File: src/design/bts_pkg.sv
package bts_pkg;

    localparam int PADDR_W = 5;
    localparam int PDATA_W = 32;

    localparam logic [2:0] REG_WIDTH   = 3'd0;
    localparam logic [2:0] REG_HEIGHT  = 3'd1;
    localparam logic [2:0] REG_FORMAT  = 3'd2;
    localparam logic [2:0] REG_SWIZZLE = 3'd3;
    localparam logic [2:0] REG_AMODES  = 3'd4;
    localparam logic [2:0] REG_FILTER  = 3'd5;
    localparam logic [2:0] REG_BASE    = 3'd6;
    localparam logic [2:0] REG_SLICES  = 3'd7;

    localparam logic [1:0] FMT_R8    = 2'd0;
    localparam logic [1:0] FMT_RGBA8 = 2'd1;
    localparam logic [1:0] FMT_BGRA8 = 2'd2;

    localparam logic [1:0] AM_REPEAT = 2'd0;
    localparam logic [1:0] AM_MIRROR = 2'd1;

    localparam logic [2:0] SW_ZERO = 3'd1;
    localparam logic [2:0] SW_ONE  = 3'd2;
    localparam logic [2:0] SW_R    = 3'd3;
    localparam logic [2:0] SW_G    = 3'd4;
    localparam logic [2:0] SW_B    = 3'd5;
    localparam logic [2:0] SW_A    = 3'd6;

    localparam logic [15:0] CH_ONE = 16'hFF00;

    localparam logic MODE_WRITE = 1'b0;

    typedef struct packed {
        logic [12:0] width;
        logic [12:0] height;
        logic [1:0]  format;
        logic [11:0] swizzle;
        logic [3:0]  amodes;
        logic        linear;
        logic [7:0]  base;
        logic [8:0]  slices;
    } cfg_t;

    typedef struct packed {
        logic vld;
        logic wr;
    } ctl_t;

    typedef logic [3:0][7:0] chan_t;

    // Resolves one texel coordinate. c is the full coordinate, f is the same
    // coordinate reduced to the range -1 .. size, and par is the parity of
    // the integer part of the normalized coordinate.
    function automatic logic [12:0] wrap(input logic signed [22:0] c,
                                         input logic signed [14:0] f,
                                         input logic par,
                                         input logic [12:0] size,
                                         input logic [1:0] mode);
        logic signed [15:0] sz;
        logic signed [15:0] fe;
        logic signed [15:0] r;
        logic signed [15:0] m;
        logic [12:0] res;
        sz = $signed({3'b000, size});
        fe = f;
        r = '0;
        m = '0;
        res = '0;
        if (size == 13'd0)
        begin
            res = '0;
        end
        else if (mode == AM_REPEAT)
        begin
            if (fe < 0)
            begin
                r = fe + sz;
            end
            else if (fe >= sz)
            begin
                r = fe - sz;
            end
            else
            begin
                r = fe;
            end
            res = r[12:0];
        end
        else if (mode == AM_MIRROR)
        begin
            r = fe;
            if (par)
            begin
                r = fe + sz;
            end
            if (r < 0)
            begin
                r = r + sz + sz;
            end
            else if (r >= sz + sz)
            begin
                r = r - sz - sz;
            end
            m = sz + sz - 16'sd1 - r;
            res = (r < sz) ? r[12:0] : m[12:0];
        end
        else
        begin
            if (c < 0)
            begin
                res = '0;
            end
            else if (c >= sz)
            begin
                res = size - 13'd1;
            end
            else
            begin
                res = c[12:0];
            end
        end
        return res;
    endfunction

    function automatic chan_t decode(input logic [31:0] w, input logic [1:0] fmt);
        chan_t ch;
        ch = {8'hFF, 8'h00, 8'h00, 8'h00};
        unique case (fmt)
            FMT_R8:    ch[0] = w[7:0];
            FMT_RGBA8: ch = {w[31:24], w[23:16], w[15:8], w[7:0]};
            FMT_BGRA8: ch = {w[31:24], w[7:0], w[15:8], w[23:16]};
            default:   ch = {8'hFF, 8'h00, 8'h00, 8'h00};
        endcase
        return ch;
    endfunction

endpackage

File: src/design/bts_cfg.sv
module bts_cfg (
    input  logic                         clk,
    input  logic                         rst_n,
    input  logic                         psel,
    input  logic                         penable,
    input  logic                         pwrite,
    input  logic [bts_pkg::PADDR_W-1:0]  paddr,
    input  logic [bts_pkg::PDATA_W-1:0]  pwdata,
    output logic [bts_pkg::PDATA_W-1:0]  prdata,
    output logic                         pready,
    output bts_pkg::cfg_t                cfg
);

    bts_pkg::cfg_t cfg_reg;
    logic [2:0] idx;
    logic wen;

    assign idx = paddr[4:2];
    assign wen = psel && penable && pwrite;
    assign pready = 1'b1;
    assign cfg = cfg_reg;

    always_ff @(posedge clk or negedge rst_n)
    begin
        if (!rst_n)
        begin
            cfg_reg.width   <= 13'd1;
            cfg_reg.height  <= 13'd1;
            cfg_reg.format  <= bts_pkg::FMT_RGBA8;
            cfg_reg.swizzle <= '0;
            cfg_reg.amodes  <= '0;
            cfg_reg.linear  <= 1'b0;
            cfg_reg.base    <= '0;
            cfg_reg.slices  <= '0;
        end
        else if (wen)
        begin
            unique case (idx)
                bts_pkg::REG_WIDTH:   cfg_reg.width   <= pwdata[12:0];
                bts_pkg::REG_HEIGHT:  cfg_reg.height  <= pwdata[12:0];
                bts_pkg::REG_FORMAT:  cfg_reg.format  <= pwdata[1:0];
                bts_pkg::REG_SWIZZLE: cfg_reg.swizzle <= pwdata[11:0];
                bts_pkg::REG_AMODES:  cfg_reg.amodes  <= pwdata[3:0];
                bts_pkg::REG_FILTER:  cfg_reg.linear  <= pwdata[0];
                bts_pkg::REG_BASE:    cfg_reg.base    <= pwdata[7:0];
                bts_pkg::REG_SLICES:  cfg_reg.slices  <= pwdata[8:0];
                default: ;
            endcase
        end
    end

    always_comb
    begin
        unique case (idx)
            bts_pkg::REG_WIDTH:   prdata = 32'(cfg_reg.width);
            bts_pkg::REG_HEIGHT:  prdata = 32'(cfg_reg.height);
            bts_pkg::REG_FORMAT:  prdata = 32'(cfg_reg.format);
            bts_pkg::REG_SWIZZLE: prdata = 32'(cfg_reg.swizzle);
            bts_pkg::REG_AMODES:  prdata = 32'(cfg_reg.amodes);
            bts_pkg::REG_FILTER:  prdata = 32'(cfg_reg.linear);
            bts_pkg::REG_BASE:    prdata = 32'(cfg_reg.base);
            bts_pkg::REG_SLICES:  prdata = 32'(cfg_reg.slices);
            default:              prdata = '0;
        endcase
    end

endmodule

File: config.mk
export PLATFORM = sky130hd
export DESIGN_NAME = bts_cfg
export DESIGN_NICKNAME = d
export VERILOG_FILES = /design/src/design/bts_pkg.sv /design/src/design/bts_cfg.sv
export SDC_FILE = /design/constraint.sdc
export NUM_CORES = 1
export LEC_CHECK = 0
export BUFFER_PORTS_ARGS = -buffer_cell sky130_fd_sc_hd__buf_2
export CORE_MARGIN = 1
export CORE_UTILIZATION = 43
export CTS_CLUSTER_DIAMETER = 150
export CTS_CLUSTER_SIZE = 12
export DETAILED_ROUTE_END_ITERATION = 6
export PLACE_DENSITY_LB_ADDON = 0.05
export SYNTH_ARGS = -nofsm -noshare
export SYNTH_HDL_FRONTEND = slang
export SYNTH_SLANG_ARGS = --single-unit
File: constraint.sdc
create_clock -name clk -period 1.4 [get_ports clk]
set_input_delay 0.21 -clock clk [delete_from_list [all_inputs] [get_ports clk]]
set_output_delay 0.21 -clock clk [all_outputs]
set_load 0.01 [all_outputs]
==> run_results.csv <==
group,metric,value,unit
status,outcome,"finished, violations left",
status,violations,"setup timing",
clock_network,htree_levels,3,
final_layout,final_core_util,0.640,
routing,wl_met2,3500,um
die,io_pins,137,
clock_network,clkSlewWorstSetupHoldPaths,70,ps
logic_synthesis,ys_ff_latch,62,
routing,vias_per_cell,4.88,
global_route,grt_pass1_wl,12000,um
worst_hold_path,hold_path_depth,2,
routing,drt_iter0_drc,84,
setup_path,slowest_stage,"mux4_2",
logic_synthesis,synthCells,230,
clock_network,clkSinkCount,62,
logic_synthesis,synth_top_flop_cell,"dfrtp_1",
die,dieHeight,87.0,um
routing,firstDrtPassIters,4,
clock_network,insertion_delay,330,ps
final_layout,largest_reg_flops,62,
logic_synthesis,yosysSeqAreaShare,0.501,
job,drv_cap,0,
final_layout,area.growth.synth_to_final,41.6,%
global_route,grt_overflow_total,0,
global_route,grt_usage,0.215,
setup_path,worst-path-stages,3,
setup_path,timing.critical_path.buf_inv,1,
worst_hold_path,hold_path.class,"in2reg",
logic_synthesis,synth_area,0.00311,mm2
timing,hold_violations,0,
setup_path,crit_path_start,"cfg[0]$_DFFE_PN0P_",
routing,met1_length,3650,um
global_route,grt_pass1_vias,2295,
place,place_hpwl,5460,um
place,globalplace.congestion,0.836,
setup_path,max_stage_delay,460,ps
clock_network,tritoncts,"done",
routing,wl_met3,366,um
global_route,grt_max_degree,63,
setup_path,crit_path_cell_trace,"mux4_2 > mux2_2 > buf_6",
final_layout,mostFrequentLayoutCell,"buf_2",
final_layout,fin_area,0.00440,mm2
routing,wire_per_inst,15.5,um
die,fp.dieW,87.0,um
routing,topRoutingLayerUsed,"met4",
logic_synthesis,synth_warnings,0,
timing,finalCritPeriodShare,1.28,
logic_synthesis,async_flop_share,1.00,
setup_path,ff2ff_path_depth,3,
power_and_ir_drop,worst_ir_drop_vdd,0.854,mV
place,dpl_cell_area,0.00391,mm2
setup_path,end_kind,"output pin",
clock_network,root_buffer,"clkbuf_8",
clock_network,cts_buffer_depth,2,
final_layout,final_net_count,433,
worst_hold_path,hold_path_startpoint,"pwdata[12]",
setup_path,cp_max_fo,2,
timing,setup_viol,12,
setup_path,crit_required,1190,ps
setup_path,cpLargestDelayFamily,"multiplexers",
timing,max_freq,558,MHz
routing,drt_wl_total,7630,um
setup_path,arrival,1580,ps
routing,drcViolationCount,0,
setup_path,crit_path_start_kind,"flop",
die,row_count,30,
final_layout,drive_above_1_share,0.679,
timing,worst_slack,-393,ps
die,die_area,0.00757,mm2
routing,ant_nets,0,
final_layout,antenna_cells,0,
global_route,antenna_found_initial,0,
power_and_ir_drop,p_leak,2.32,nW
logic_synthesis,syn-mean-instance-area,13.5,um2
setup_path,reg2reg_from,"cfg[26]$_DFFE_PN0P_",
timing,finalCriticalPeriod,1790,ps
power_and_ir_drop,pwr_density_cell,1310,mW/mm2
timing,rsz0062_at_grt,"yes",
place,port_buffers,95,
power_and_ir_drop,power,0.00575,W
timing,slew_violations,0,
routing,vias,2403,
setup_path,path_class,"reg2out",
clock_network,cts_buffers,9,
die,start_util,0.452,
final_layout,layout_common_cells,"buf_2 (92), buf_4 (64), dfrtp_1 (59)",
timing,fin_skew,0,ps
logic_synthesis,synth_edf_count,0,
logic_synthesis,synth_cell_type_count,33,
die,coreArea,0.00687,mm2
report_power, final:
group / internal (W) / leakage (nW) / total [W] / switching, W
combinational: 0.00107 / 1.44 / 0.00184 / 0.000778
sequential: 0.00215 / 0.786 / 0.00239 / 0.000238
clock: 0.000819 / 0.0904 / 0.00151 / 0.000692
stage by stage:
| stage | hold WS, ps | TNS, ps | worst slack, ps | instances |
|---|---|---|---|---|
| 2_1_floorplan | -85.6 | -986 | -90.7 | 248 |
| 3_3_place_gp | 251 | -11970 | -248 | 450 |
| 3_5_place_dp | 253 | -11130 | -244 | 450 |
| 4_1_cts | 120 | -1890 | -409 | 487 |
| 5_1_grt | 125 | -2480 | -432 | 492 |
| 6_report | 126 | -1690 | -393 | 492 |
final cells by class:
| class | instances | area (um2) |
|---|---|---|
| inverters | 1 | 3.75 |
| multi-input cells | 153 | 1470 |
| well taps | 96 | 120 |
| repair buffers | 164 | 1060 |
| clock buffers | 12 | 135 |
| flip-flops and latches | 62 | 1560 |
| fillers | 584 | 2470 |
| clock inverters | 4 | 47.5 |
layer usage:
| metal | track usage | vias to the layer above |
|---|---|---|
| met1 | 0.301 | 1191 |
| met5 | 0 | - |
| met3 | 0.0360 | 10 |
| li1 | - | 1123 |
| met2 | 0.331 | 79 |
| met4 | 0.0864 | 0 |
logic make-up after synthesis:
group	count (synthesis)	share of synthesized area
muxes	84	0.323
buffers and inverters	33	0.0761
AOI/OAI and AO/OA	20	0.0455
other	2	0.00242
DFF	62	0.501
and+or+nand+nor	29	0.0520
Yosys cell counts (all sizes together) (3+ instances only):
master	number	area share
buf	30	0.073
dfstp	3	0.025
a21oi	4	0.0064
o22ai	4	0.0081
dfrtp	59	0.48
nand2b	4	0.0081
a22oi	6	0.015
mux4	3	0.022
nor2	12	0.016
nand2	4	0.0048
mux2	70	0.27
mux2i	11	0.035
path summary, 6_finish.rpt:
check / to / slack, ps
min in group asynchronous: cfg[52]$_DFFE_PN0P_ / 430
max in group asynchronous: cfg[49]$_DFFE_PN1P_ / 670
hold reg to reg: cfg[30]$_DFFE_PN0P_ / 530
setup / recovery: prdata[0] / -390
hold / removal: cfg[61]$_DFFE_PN0P_ / 130
setup reg to reg: cfg[26]$_DFFE_PN0P_ / 380
timing repair:
action	in CTS	in global routing
hold endpoints to repair	59	0
pin swaps	5	1
gates resized for setup	17	7
hold buffers	1	0
endpoints found under the setup margin	12	12
buffers inserted	20	5
No activity file was read; power rests on OpenSTA's default activity.
