`src/design/bts_pkg.sv`:
```
package bts_pkg;

    localparam int PADDR_W = 5;
    localparam int PDATA_W = 32;

    localparam logic [2:0] REG_WIDTH   = 3'd0;
    localparam logic [2:0] REG_HEIGHT  = 3'd1;
    localparam logic [2:0] REG_FORMAT  = 3'd2;
    localparam logic [2:0] REG_SWIZZLE = 3'd3;
    localparam logic [2:0] REG_AMODES  = 3'd4;
    localparam logic [2:0] REG_FILTER  = 3'd5;
    localparam logic [2:0] REG_BASE    = 3'd6;
    localparam logic [2:0] REG_SLICES  = 3'd7;

    localparam logic [1:0] FMT_R8    = 2'd0;
    localparam logic [1:0] FMT_RGBA8 = 2'd1;
    localparam logic [1:0] FMT_BGRA8 = 2'd2;

    localparam logic [1:0] AM_REPEAT = 2'd0;
    localparam logic [1:0] AM_MIRROR = 2'd1;

    localparam logic [2:0] SW_ZERO = 3'd1;
    localparam logic [2:0] SW_ONE  = 3'd2;
    localparam logic [2:0] SW_R    = 3'd3;
    localparam logic [2:0] SW_G    = 3'd4;
    localparam logic [2:0] SW_B    = 3'd5;
    localparam logic [2:0] SW_A    = 3'd6;

    localparam logic [15:0] CH_ONE = 16'hFF00;

    localparam logic MODE_WRITE = 1'b0;

    typedef struct packed {
        logic [12:0] width;
        logic [12:0] height;
        logic [1:0]  format;
        logic [11:0] swizzle;
        logic [3:0]  amodes;
        logic        linear;
        logic [7:0]  base;
        logic [8:0]  slices;
    } cfg_t;

    typedef struct packed {
        logic vld;
        logic wr;
    } ctl_t;

    typedef logic [3:0][7:0] chan_t;

    // Resolves one texel coordinate. c is the full coordinate, f is the same
    // coordinate reduced to the range -1 .. size, and par is the parity of
    // the integer part of the normalized coordinate.
    function automatic logic [12:0] wrap(input logic signed [22:0] c,
                                         input logic signed [14:0] f,
                                         input logic par,
                                         input logic [12:0] size,
                                         input logic [1:0] mode);
        logic signed [15:0] sz;
        logic signed [15:0] fe;
        logic signed [15:0] r;
        logic signed [15:0] m;
        logic [12:0] res;
        sz = $signed({3'b000, size});
        fe = f;
        r = '0;
        m = '0;
        res = '0;
        if (size == 13'd0)
        begin
            res = '0;
        end
        else if (mode == AM_REPEAT)
        begin
            if (fe < 0)
            begin
                r = fe + sz;
            end
            else if (fe >= sz)
            begin
                r = fe - sz;
            end
            else
            begin
                r = fe;
            end
            res = r[12:0];
        end
        else if (mode == AM_MIRROR)
        begin
            r = fe;
            if (par)
            begin
                r = fe + sz;
            end
            if (r < 0)
            begin
                r = r + sz + sz;
            end
            else if (r >= sz + sz)
            begin
                r = r - sz - sz;
            end
            m = sz + sz - 16'sd1 - r;
            res = (r < sz) ? r[12:0] : m[12:0];
        end
        else
        begin
            if (c < 0)
            begin
                res = '0;
            end
            else if (c >= sz)
            begin
                res = size - 13'd1;
            end
            else
            begin
                res = c[12:0];
            end
        end
        return res;
    endfunction

    function automatic chan_t decode(input logic [31:0] w, input logic [1:0] fmt);
        chan_t ch;
        ch = {8'hFF, 8'h00, 8'h00, 8'h00};
        unique case (fmt)
            FMT_R8:    ch[0] = w[7:0];
            FMT_RGBA8: ch = {w[31:24], w[23:16], w[15:8], w[7:0]};
            FMT_BGRA8: ch = {w[31:24], w[7:0], w[15:8], w[23:16]};
            default:   ch = {8'hFF, 8'h00, 8'h00, 8'h00};
        endcase
        return ch;
    endfunction

endpackage

```
`src/design/bts_addr.sv`:
```
module bts_addr #(
    parameter int WEIGHT_FRAC_BITS = 8
) (
    input  logic                        clk,
    input  logic                        rst_n,
    input  logic                        adv,
    input  bts_pkg::cfg_t               cfg,
    input  logic                        req_vld,
    input  logic                        mode,
    input  logic [15:0]                 texel_index,
    input  logic [31:0]                 texel_word,
    input  logic [23:0]                 coord_u,
    input  logic [23:0]                 coord_v,
    input  logic [15:0]                 coord_layer,
    output bts_pkg::ctl_t               ctl,
    output logic [15:0]                 wr_idx,
    output logic [31:0]                 wr_word,
    output logic [35:0]                 row0,
    output logic [35:0]                 row1,
    output logic [12:0]                 x0,
    output logic [12:0]                 x1,
    output logic [WEIGHT_FRAC_BITS-1:0] wx,
    output logic [WEIGHT_FRAC_BITS-1:0] wy
);

    localparam int F = WEIGHT_FRAC_BITS;

    bts_pkg::ctl_t s1_ctl_reg, s2_ctl_reg, s3_ctl_reg, s4_ctl_reg;
    logic [15:0] s1_idx_reg, s2_idx_reg, s3_idx_reg, s4_idx_reg;
    logic [31:0] s1_word_reg, s2_word_reg, s3_word_reg, s4_word_reg;

    // Stage 1: products and slice selection.
    logic signed [21:0] miu_next, miv_next;
    logic [28:0] mfu_next, mfv_next;
    logic signed [16:0] lay;
    logic signed [12:0] lidx;
    logic [8:0] cnt_m1;
    logic [8:0] sidx;
    logic [8:0] slice_next;
    logic signed [21:0] s1_miu_reg, s1_miv_reg;
    logic [28:0] s1_mfu_reg, s1_mfv_reg;
    logic s1_pu_reg, s1_pv_reg;
    logic [8:0] s1_slice_reg;

    assign miu_next = $signed(coord_u[23:16]) * $signed({1'b0, cfg.width});
    assign miv_next = $signed(coord_v[23:16]) * $signed({1'b0, cfg.height});
    assign mfu_next = coord_u[15:0] * cfg.width;
    assign mfv_next = coord_v[15:0] * cfg.height;
    assign lay = $signed(coord_layer) + 17'sd8;
    assign lidx = lay[16:4];
    assign cnt_m1 = cfg.slices - 9'd1;

    always_comb
    begin
        if (cfg.slices == 9'd0 || lidx < 0)
        begin
            sidx = '0;
        end
        else if (lidx > $signed({4'b0000, cnt_m1}))
        begin
            sidx = cnt_m1;
        end
        else
        begin
            sidx = lidx[8:0];
        end
        slice_next = {1'b0, cfg.base} + sidx;
    end

    // Stage 2: sample position split into integer and weight.
    logic signed [29:0] qu, qv;
    logic signed [14:0] fu_next, fv_next;
    logic signed [22:0] cu_next, cv_next;
    logic signed [14:0] s2_fu_reg, s2_fv_reg;
    logic signed [22:0] s2_cu_reg, s2_cv_reg;
    logic s2_pu_reg, s2_pv_reg;
    logic [F-1:0] s2_wx_reg, s2_wy_reg;
    logic [21:0] s2_sh_reg;

    assign qu = $signed({1'b0, s1_mfu_reg}) - (cfg.linear ? 30'sd32768 : 30'sd0);
    assign qv = $signed({1'b0, s1_mfv_reg}) - (cfg.linear ? 30'sd32768 : 30'sd0);
    assign fu_next = {qu[29], qu[29:16]};
    assign fv_next = {qv[29], qv[29:16]};
    assign cu_next = {s1_miu_reg[21], s1_miu_reg} + {{8{fu_next[14]}}, fu_next};
    assign cv_next = {s1_miv_reg[21], s1_miv_reg} + {{8{fv_next[14]}}, fv_next};

    // Stage 3: wrap, mirror or clamp.
    logic [12:0] s3_x0_reg, s3_x1_reg, s3_y0_reg, s3_y1_reg;
    logic [21:0] s3_sh_reg;
    logic [F-1:0] s3_wx_reg, s3_wy_reg;

    // Stage 4: row base addresses.
    logic [35:0] s4_row0_reg, s4_row1_reg;
    logic [12:0] s4_x0_reg, s4_x1_reg;
    logic [F-1:0] s4_wx_reg, s4_wy_reg;

    always_ff @(posedge clk or negedge rst_n)
    begin
        if (!rst_n)
        begin
            s1_ctl_reg <= '0;
            s2_ctl_reg <= '0;
            s3_ctl_reg <= '0;
            s4_ctl_reg <= '0;
        end
        else if (adv)
        begin
            s1_ctl_reg.vld <= req_vld;
            s1_ctl_reg.wr  <= (mode == bts_pkg::MODE_WRITE);
            s2_ctl_reg <= s1_ctl_reg;
            s3_ctl_reg <= s2_ctl_reg;
            s4_ctl_reg <= s3_ctl_reg;
        end
    end

    always_ff @(posedge clk)
    begin
        if (adv)
        begin
            s1_idx_reg   <= texel_index;
            s1_word_reg  <= texel_word;
            s1_miu_reg   <= miu_next;
            s1_miv_reg   <= miv_next;
            s1_mfu_reg   <= mfu_next;
            s1_mfv_reg   <= mfv_next;
            s1_pu_reg    <= coord_u[16];
            s1_pv_reg    <= coord_v[16];
            s1_slice_reg <= slice_next;

            s2_idx_reg  <= s1_idx_reg;
            s2_word_reg <= s1_word_reg;
            s2_fu_reg   <= fu_next;
            s2_fv_reg   <= fv_next;
            s2_cu_reg   <= cu_next;
            s2_cv_reg   <= cv_next;
            s2_pu_reg   <= s1_pu_reg;
            s2_pv_reg   <= s1_pv_reg;
            s2_wx_reg   <= cfg.linear ? qu[15:16-F] : '0;
            s2_wy_reg   <= cfg.linear ? qv[15:16-F] : '0;
            s2_sh_reg   <= s1_slice_reg * cfg.height;

            s3_idx_reg  <= s2_idx_reg;
            s3_word_reg <= s2_word_reg;
            s3_x0_reg <= bts_pkg::wrap(s2_cu_reg, s2_fu_reg, s2_pu_reg, cfg.width,
                                       cfg.amodes[1:0]);
            s3_x1_reg <= bts_pkg::wrap(s2_cu_reg + 23'sd1, s2_fu_reg + 15'sd1, s2_pu_reg,
                                       cfg.width, cfg.amodes[1:0]);
            s3_y0_reg <= bts_pkg::wrap(s2_cv_reg, s2_fv_reg, s2_pv_reg, cfg.height,
                                       cfg.amodes[3:2]);
            s3_y1_reg <= bts_pkg::wrap(s2_cv_reg + 23'sd1, s2_fv_reg + 15'sd1, s2_pv_reg,
                                       cfg.height, cfg.amodes[3:2]);
            s3_sh_reg <= s2_sh_reg;
            s3_wx_reg <= s2_wx_reg;
            s3_wy_reg <= s2_wy_reg;

            s4_idx_reg  <= s3_idx_reg;
            s4_word_reg <= s3_word_reg;
            s4_row0_reg <= ({1'b0, s3_sh_reg} + {10'b0, s3_y0_reg}) * cfg.width;
            s4_row1_reg <= ({1'b0, s3_sh_reg} + {10'b0, s3_y1_reg}) * cfg.width;
            s4_x0_reg   <= s3_x0_reg;
            s4_x1_reg   <= s3_x1_reg;
            s4_wx_reg   <= s3_wx_reg;
            s4_wy_reg   <= s3_wy_reg;
        end
    end

    assign ctl     = s4_ctl_reg;
    assign wr_idx  = s4_idx_reg;
    assign wr_word = s4_word_reg;
    assign row0    = s4_row0_reg;
    assign row1    = s4_row1_reg;
    assign x0      = s4_x0_reg;
    assign x1      = s4_x1_reg;
    assign wx      = s4_wx_reg;
    assign wy      = s4_wy_reg;

endmodule

```
`config.mk`:
```
export PLATFORM = sky130hd
export DESIGN_NAME = bts_addr
export DESIGN_NICKNAME = d
export VERILOG_FILES = /design/src/design/bts_pkg.sv /design/src/design/bts_addr.sv
export SDC_FILE = /design/constraint.sdc
export NUM_CORES = 2
export LEC_CHECK = 0
export BUFFER_PORTS_ARGS = -buffer_cell sky130_fd_sc_hd__buf_4
export CELL_PAD_IN_SITES_DETAIL_PLACEMENT = 0
export CELL_PAD_IN_SITES_GLOBAL_PLACEMENT = 1
export CORE_MARGIN = 10
export CORE_UTILIZATION = 46
export CTS_BUF_LIST = sky130_fd_sc_hd__clkbuf_4 sky130_fd_sc_hd__clkbuf_8
export CTS_CLUSTER_DIAMETER = 100
export DETAILED_ROUTE_END_ITERATION = 8
export PLACE_DENSITY = 0.87
export SYNTH_ARGS = -nofsm -noshare
export SYNTH_HDL_FRONTEND = slang
export SYNTH_SLANG_ARGS = --single-unit
```
`constraint.sdc`:
```
create_clock -name clk -period 8 [get_ports clk]
set_clock_uncertainty 0.15 [all_clocks]
set_input_delay 0.8 -clock clk [delete_from_list [all_inputs] [get_ports clk]]
set_output_delay 0.8 -clock clk [all_outputs]
set_load 0.03 [all_outputs]
```
==> metrics.md <==
| Metric | Value |
|---|---|
| Status | finished, violations left |
| Failing checks | negative setup slack |
| Antenna violations before repair | 10 |
| Final std cells w/o fill | 12602 |
| Worst Reg-to-Reg Cells | 41 |
| Sum of net half-perimeters after detailed placement | 206.3 mm |
| Die outline area | 200700 um^2 |
| Maximum number of pins on one net before global-route repair | 165 |
| Data arrival time at the worst-slack endpoint | 8900 ps |
| Sequential element share of the synthesized area | 21.87% |
| Count of antenna-violating nets left after detailed routing | 0 |
| Synthesized net count | 11123 |
| Clock Sink Count | 615 |
| Worst R2R Start | s3_sh_reg[0]$_DFFE_PP_ |
| Boundary Pins | 343 |
| Hold_ws | 88.77 ps |
| Share of post-route cells with drive strength above 1 | 18.65% |
| Buffers plus inverters on the worst setup path | 13 |
| Met1 demand-to-capacity share in global routing | 32.17% |
| Final #Nets | 12213 |
| Most area-consuming cells after synthesis | sky130_fd_sc_hd__fa_1 (24%), sky130_fd_sc_hd__edfxtp_1 (22%), sky130_fd_sc_hd__ha_1 (13%) |
| Final setup violation count | 32 |
| Number of distinct standard cells referenced by the synthesized netlist | 103 |
| Total global-route track usage | 25.80% |
| Worst stage delay on the critical path | 550 ps |
| Via-to-Cell Ratio | 5.555 |
| Multiplexer share of the synthesized area | 1.227% |
| Setup TNS after final layout | -4138 ps |
| Reg2reg end | row1[33]$_DFFE_PP_ |
| R2r setup slk | -390 ps |
| Sort of element at the start of the critical path | register |
| Width of the die | 448.0 um |
| Worst hold stages | 1 |
| Area of the core | 182700 um^2 |
| Slew @ Worst Pin | 1218 ps |
| Total DRC errors in the routed layout | 0 |
| Max-cap viol count | 0 |
| Final routed wire length divided by cell count | 21.03 um |
| Count of warnings emitted by yosys | 0 |
| Fraction of synthesized cell area in xor and xnor cells | 4.397% |
| Total wirelength of the detailed-routed design | 265.0 mm |
| Type of the worst min-delay path | in2reg |
| Commonest cells after routing, fill and taps aside | sky130_fd_sc_hd__inv_1 (1325), sky130_fd_sc_hd__buf_4 (1259), sky130_fd_sc_hd__nand2_1 (1050), sky130_fd_sc_hd__fa_1 (991), sky130_fd_sc_hd__ha_1 (867) |
| Final hold vios | 0 |
| Post-synth ARST share | 1.301% |
| Fraction of the mapped netlist area in compound gates | 11.79% |
| Site row count | 157 |
| Cell count after placement | 12225 |
| Count of flip-flops with a built-in enable after synthesis | 607 |
| Vias in the first global route | 73082 |
| Cells after synthesis | 9038 |
| Cell with the most instances on the worst path | sky130_fd_sc_hd__buf_4 |
| Cell type contributing the most total cell area after synthesis | sky130_fd_sc_hd__fa_1 |
| Main combinational cell family by area after synthesis | adder cells |
| Share of the synthesized area in the top cell type | 23.69% |
| Simple-gate share of the synthesized area | 15.80% |
| Fraction of the cycle the final worst path needs | 104.9% |
| Floorplan die height | 448.0 um |
| Max Transition Viols Final | 0 |
| Clock root buffer | sky130_fd_sc_hd__clkbuf_8 |
| Post-synth design cell area | 84250 um^2 |
| Via count | 70007 |
| Post-layout min period | 8392 ps |
| End point of the worst hold path | s1_pu_reg$_DFFE_PP_ |
| Port Buffers | 325 |
| Setup Crit Path Kind | reg2reg |
| CTS Buf Count | 109 |
| Clock buffer depth | 3 |
| Clock tree from TritonCTS | built |
| Post-synth top flop | sky130_fd_sc_hd__edfxtp_1 |
| Met2 Resource Use GR | 44.12% |
| Number of DRC markers after the initial detailed-route iteration | 4748 |
| Cell with the largest stage delay on the worst path | sky130_fd_sc_hd__fa_1 |
| Area share of fa/ha/maj cells after synthesis | 37.19% |
| Maximum fanout along the worst path | 4 |
| CTS clock-pin slew for the worst setup and hold paths | 60 ps |
| Layout Area Growth over Synthesis | 19.72% |
| Level count of the clock H-tree | 3 |
| Hold path startpoint | coord_u[16] |
| GRT busiest layer | met2 |
| Synthesis-stage register bit count | 615 |
| Max Fclk | 119.2 MHz |
| Cell area after layout | 100900 um^2 |
| Type of destination of the critical path | register |
| First-pass GRT wire length | 408.3 mm |
| Per-instance average area after synthesis | 9.322 um^2 |
| First-pass iteration count of the detailed router | 6 |
| Clock network latency to the later pin of the worst-skew pair | 900 ps |
| Met3 usage | 3.651% |
| Max transition margin | 18.21% |
| Final Worst Setup Slack | -392.2 ps |
| RSZ-0062 raised after global routing | true |
| Effective utilization at floorplan | 46.12% |
| Cell class contributing the biggest share of worst-path delay | adder cells |
| Placement-stage cell area | 94920 um^2 |
| Worst Path Required | 8510 ps |
| RePlAce Congestion | 0.9766 |
| Commonest non-fill, non-tap cell in the layout | sky130_fd_sc_hd__inv_1 |
| Residual overflow from global routing | 0 |
## repair_timing
item,in CTS,in global routing
endpoints found under the hold margin,60,0
hold buffers,53,0
gates cloned,0,3
setup buffers,67,69
resized for setup,135,329
pin swaps,107,217
setup endpoints to repair,49,88
## synthesized netlist by cell type, drive strengths merged, types with 21 or more instances
master / n
a21boi: 26
fa: 997
clkbuf: 347
o21ai: 306
inv: 1338
xnor2: 304
ha: 909
mux2: 24
edfxtp: 607
a31oi: 46
nand2: 1064
and3: 50
nor2: 468
o221ai: 21
nor3: 152
a21oi: 407
mux2i: 75
buf: 33
nor4: 38
a21o: 124
or2: 28
a221o: 31
xor2: 119
nand4: 40
o21bai: 46
o31ai: 32
o22ai: 49
or3: 30
and2: 541
nand3: 120
a211oi: 61
a221oi: 24
nand2b: 95
nor2b: 94
o211ai: 38
o41ai: 22
o21a: 94
## logic make-up (layout without fill, tap and decap cells)
| group | count (synthesis) | after routing |
|---|---|---|
| other cells | 0 | 6 |
| xor+xnor | 423 | 423 |
| simple gates | 2769 | 2769 |
| mux | 99 | 99 |
| fa+ha+maj | 1906 | 1906 |
| compound gates | 1504 | 1504 |
| buf+inv | 1722 | 2895 |
| flops | 615 | 615 |
## final cells by class
| type | count | area [um^2] |
|---|---|---|
| Antenna cell | 6 | 15.01 |
| Clock buffer | 135 | 1695 |
| Clock inverter | 59 | 525.5 |
| Fill cell | 16052 | 81820 |
| Inverter | 1342 | 5037 |
| Multi-Input combinational cell | 6701 | 61480 |
| Sequential cell | 615 | 18430 |
| Tap cell | 2385 | 2984 |
| Timing Repair Buffer | 1359 | 10700 |
## metal layers
metal / up-vias / part of all wire (%) / wire length [um]
li1: 32122 / - / -
met1: 34728 / 40 / 105700
met2: 2492 / 48 / 128000
met3: 663 / 6.4 / 17000
met4: 2 / 5.4 / 14360
met5: - / 0.0049 / 13
## worst max path at each step
| stage | from | to | slack (ps) | cells after the start |
|---|---|---|---|---|
| 6_report | s3_sh_reg[0]$_DFFE_PP_ | row1[33]$_DFFE_PP_ | -390 | 41 |
| 5_1_grt | s3_sh_reg[0]$_DFFE_PP_ | row1[35]$_DFFE_PP_ | -710 | 36 |
| 4_1_cts | s3_sh_reg[1]$_DFFE_PP_ | row1[35]$_DFFE_PP_ | -140 | 36 |
| 3_5_place_dp | s3_sh_reg[0]$_DFFE_PP_ | row1[35]$_DFFE_PP_ | -600 | 38 |
| 3_3_place_gp | s3_sh_reg[0]$_DFFE_PP_ | row1[34]$_DFFE_PP_ | -550 | 36 |
| 2_1_floorplan | s3_sh_reg[1]$_DFFE_PP_ | row1[35]$_DFFE_PP_ | -100 | 35 |
## through the flow
stage	util (%)	worst slack [ps]
2_1_floorplan	-	-101.4
3_3_place_gp	51.96	-552.2
3_5_place_dp	51.96	-602.2
4_1_cts	54.04	-136.3
5_1_grt	55.21	-711.5
6_report	55.21	-392.2
Power is left out: the tool's default activity adds up to more than one toggle a clock period on the data nets, which glitch-free logic cannot reach.
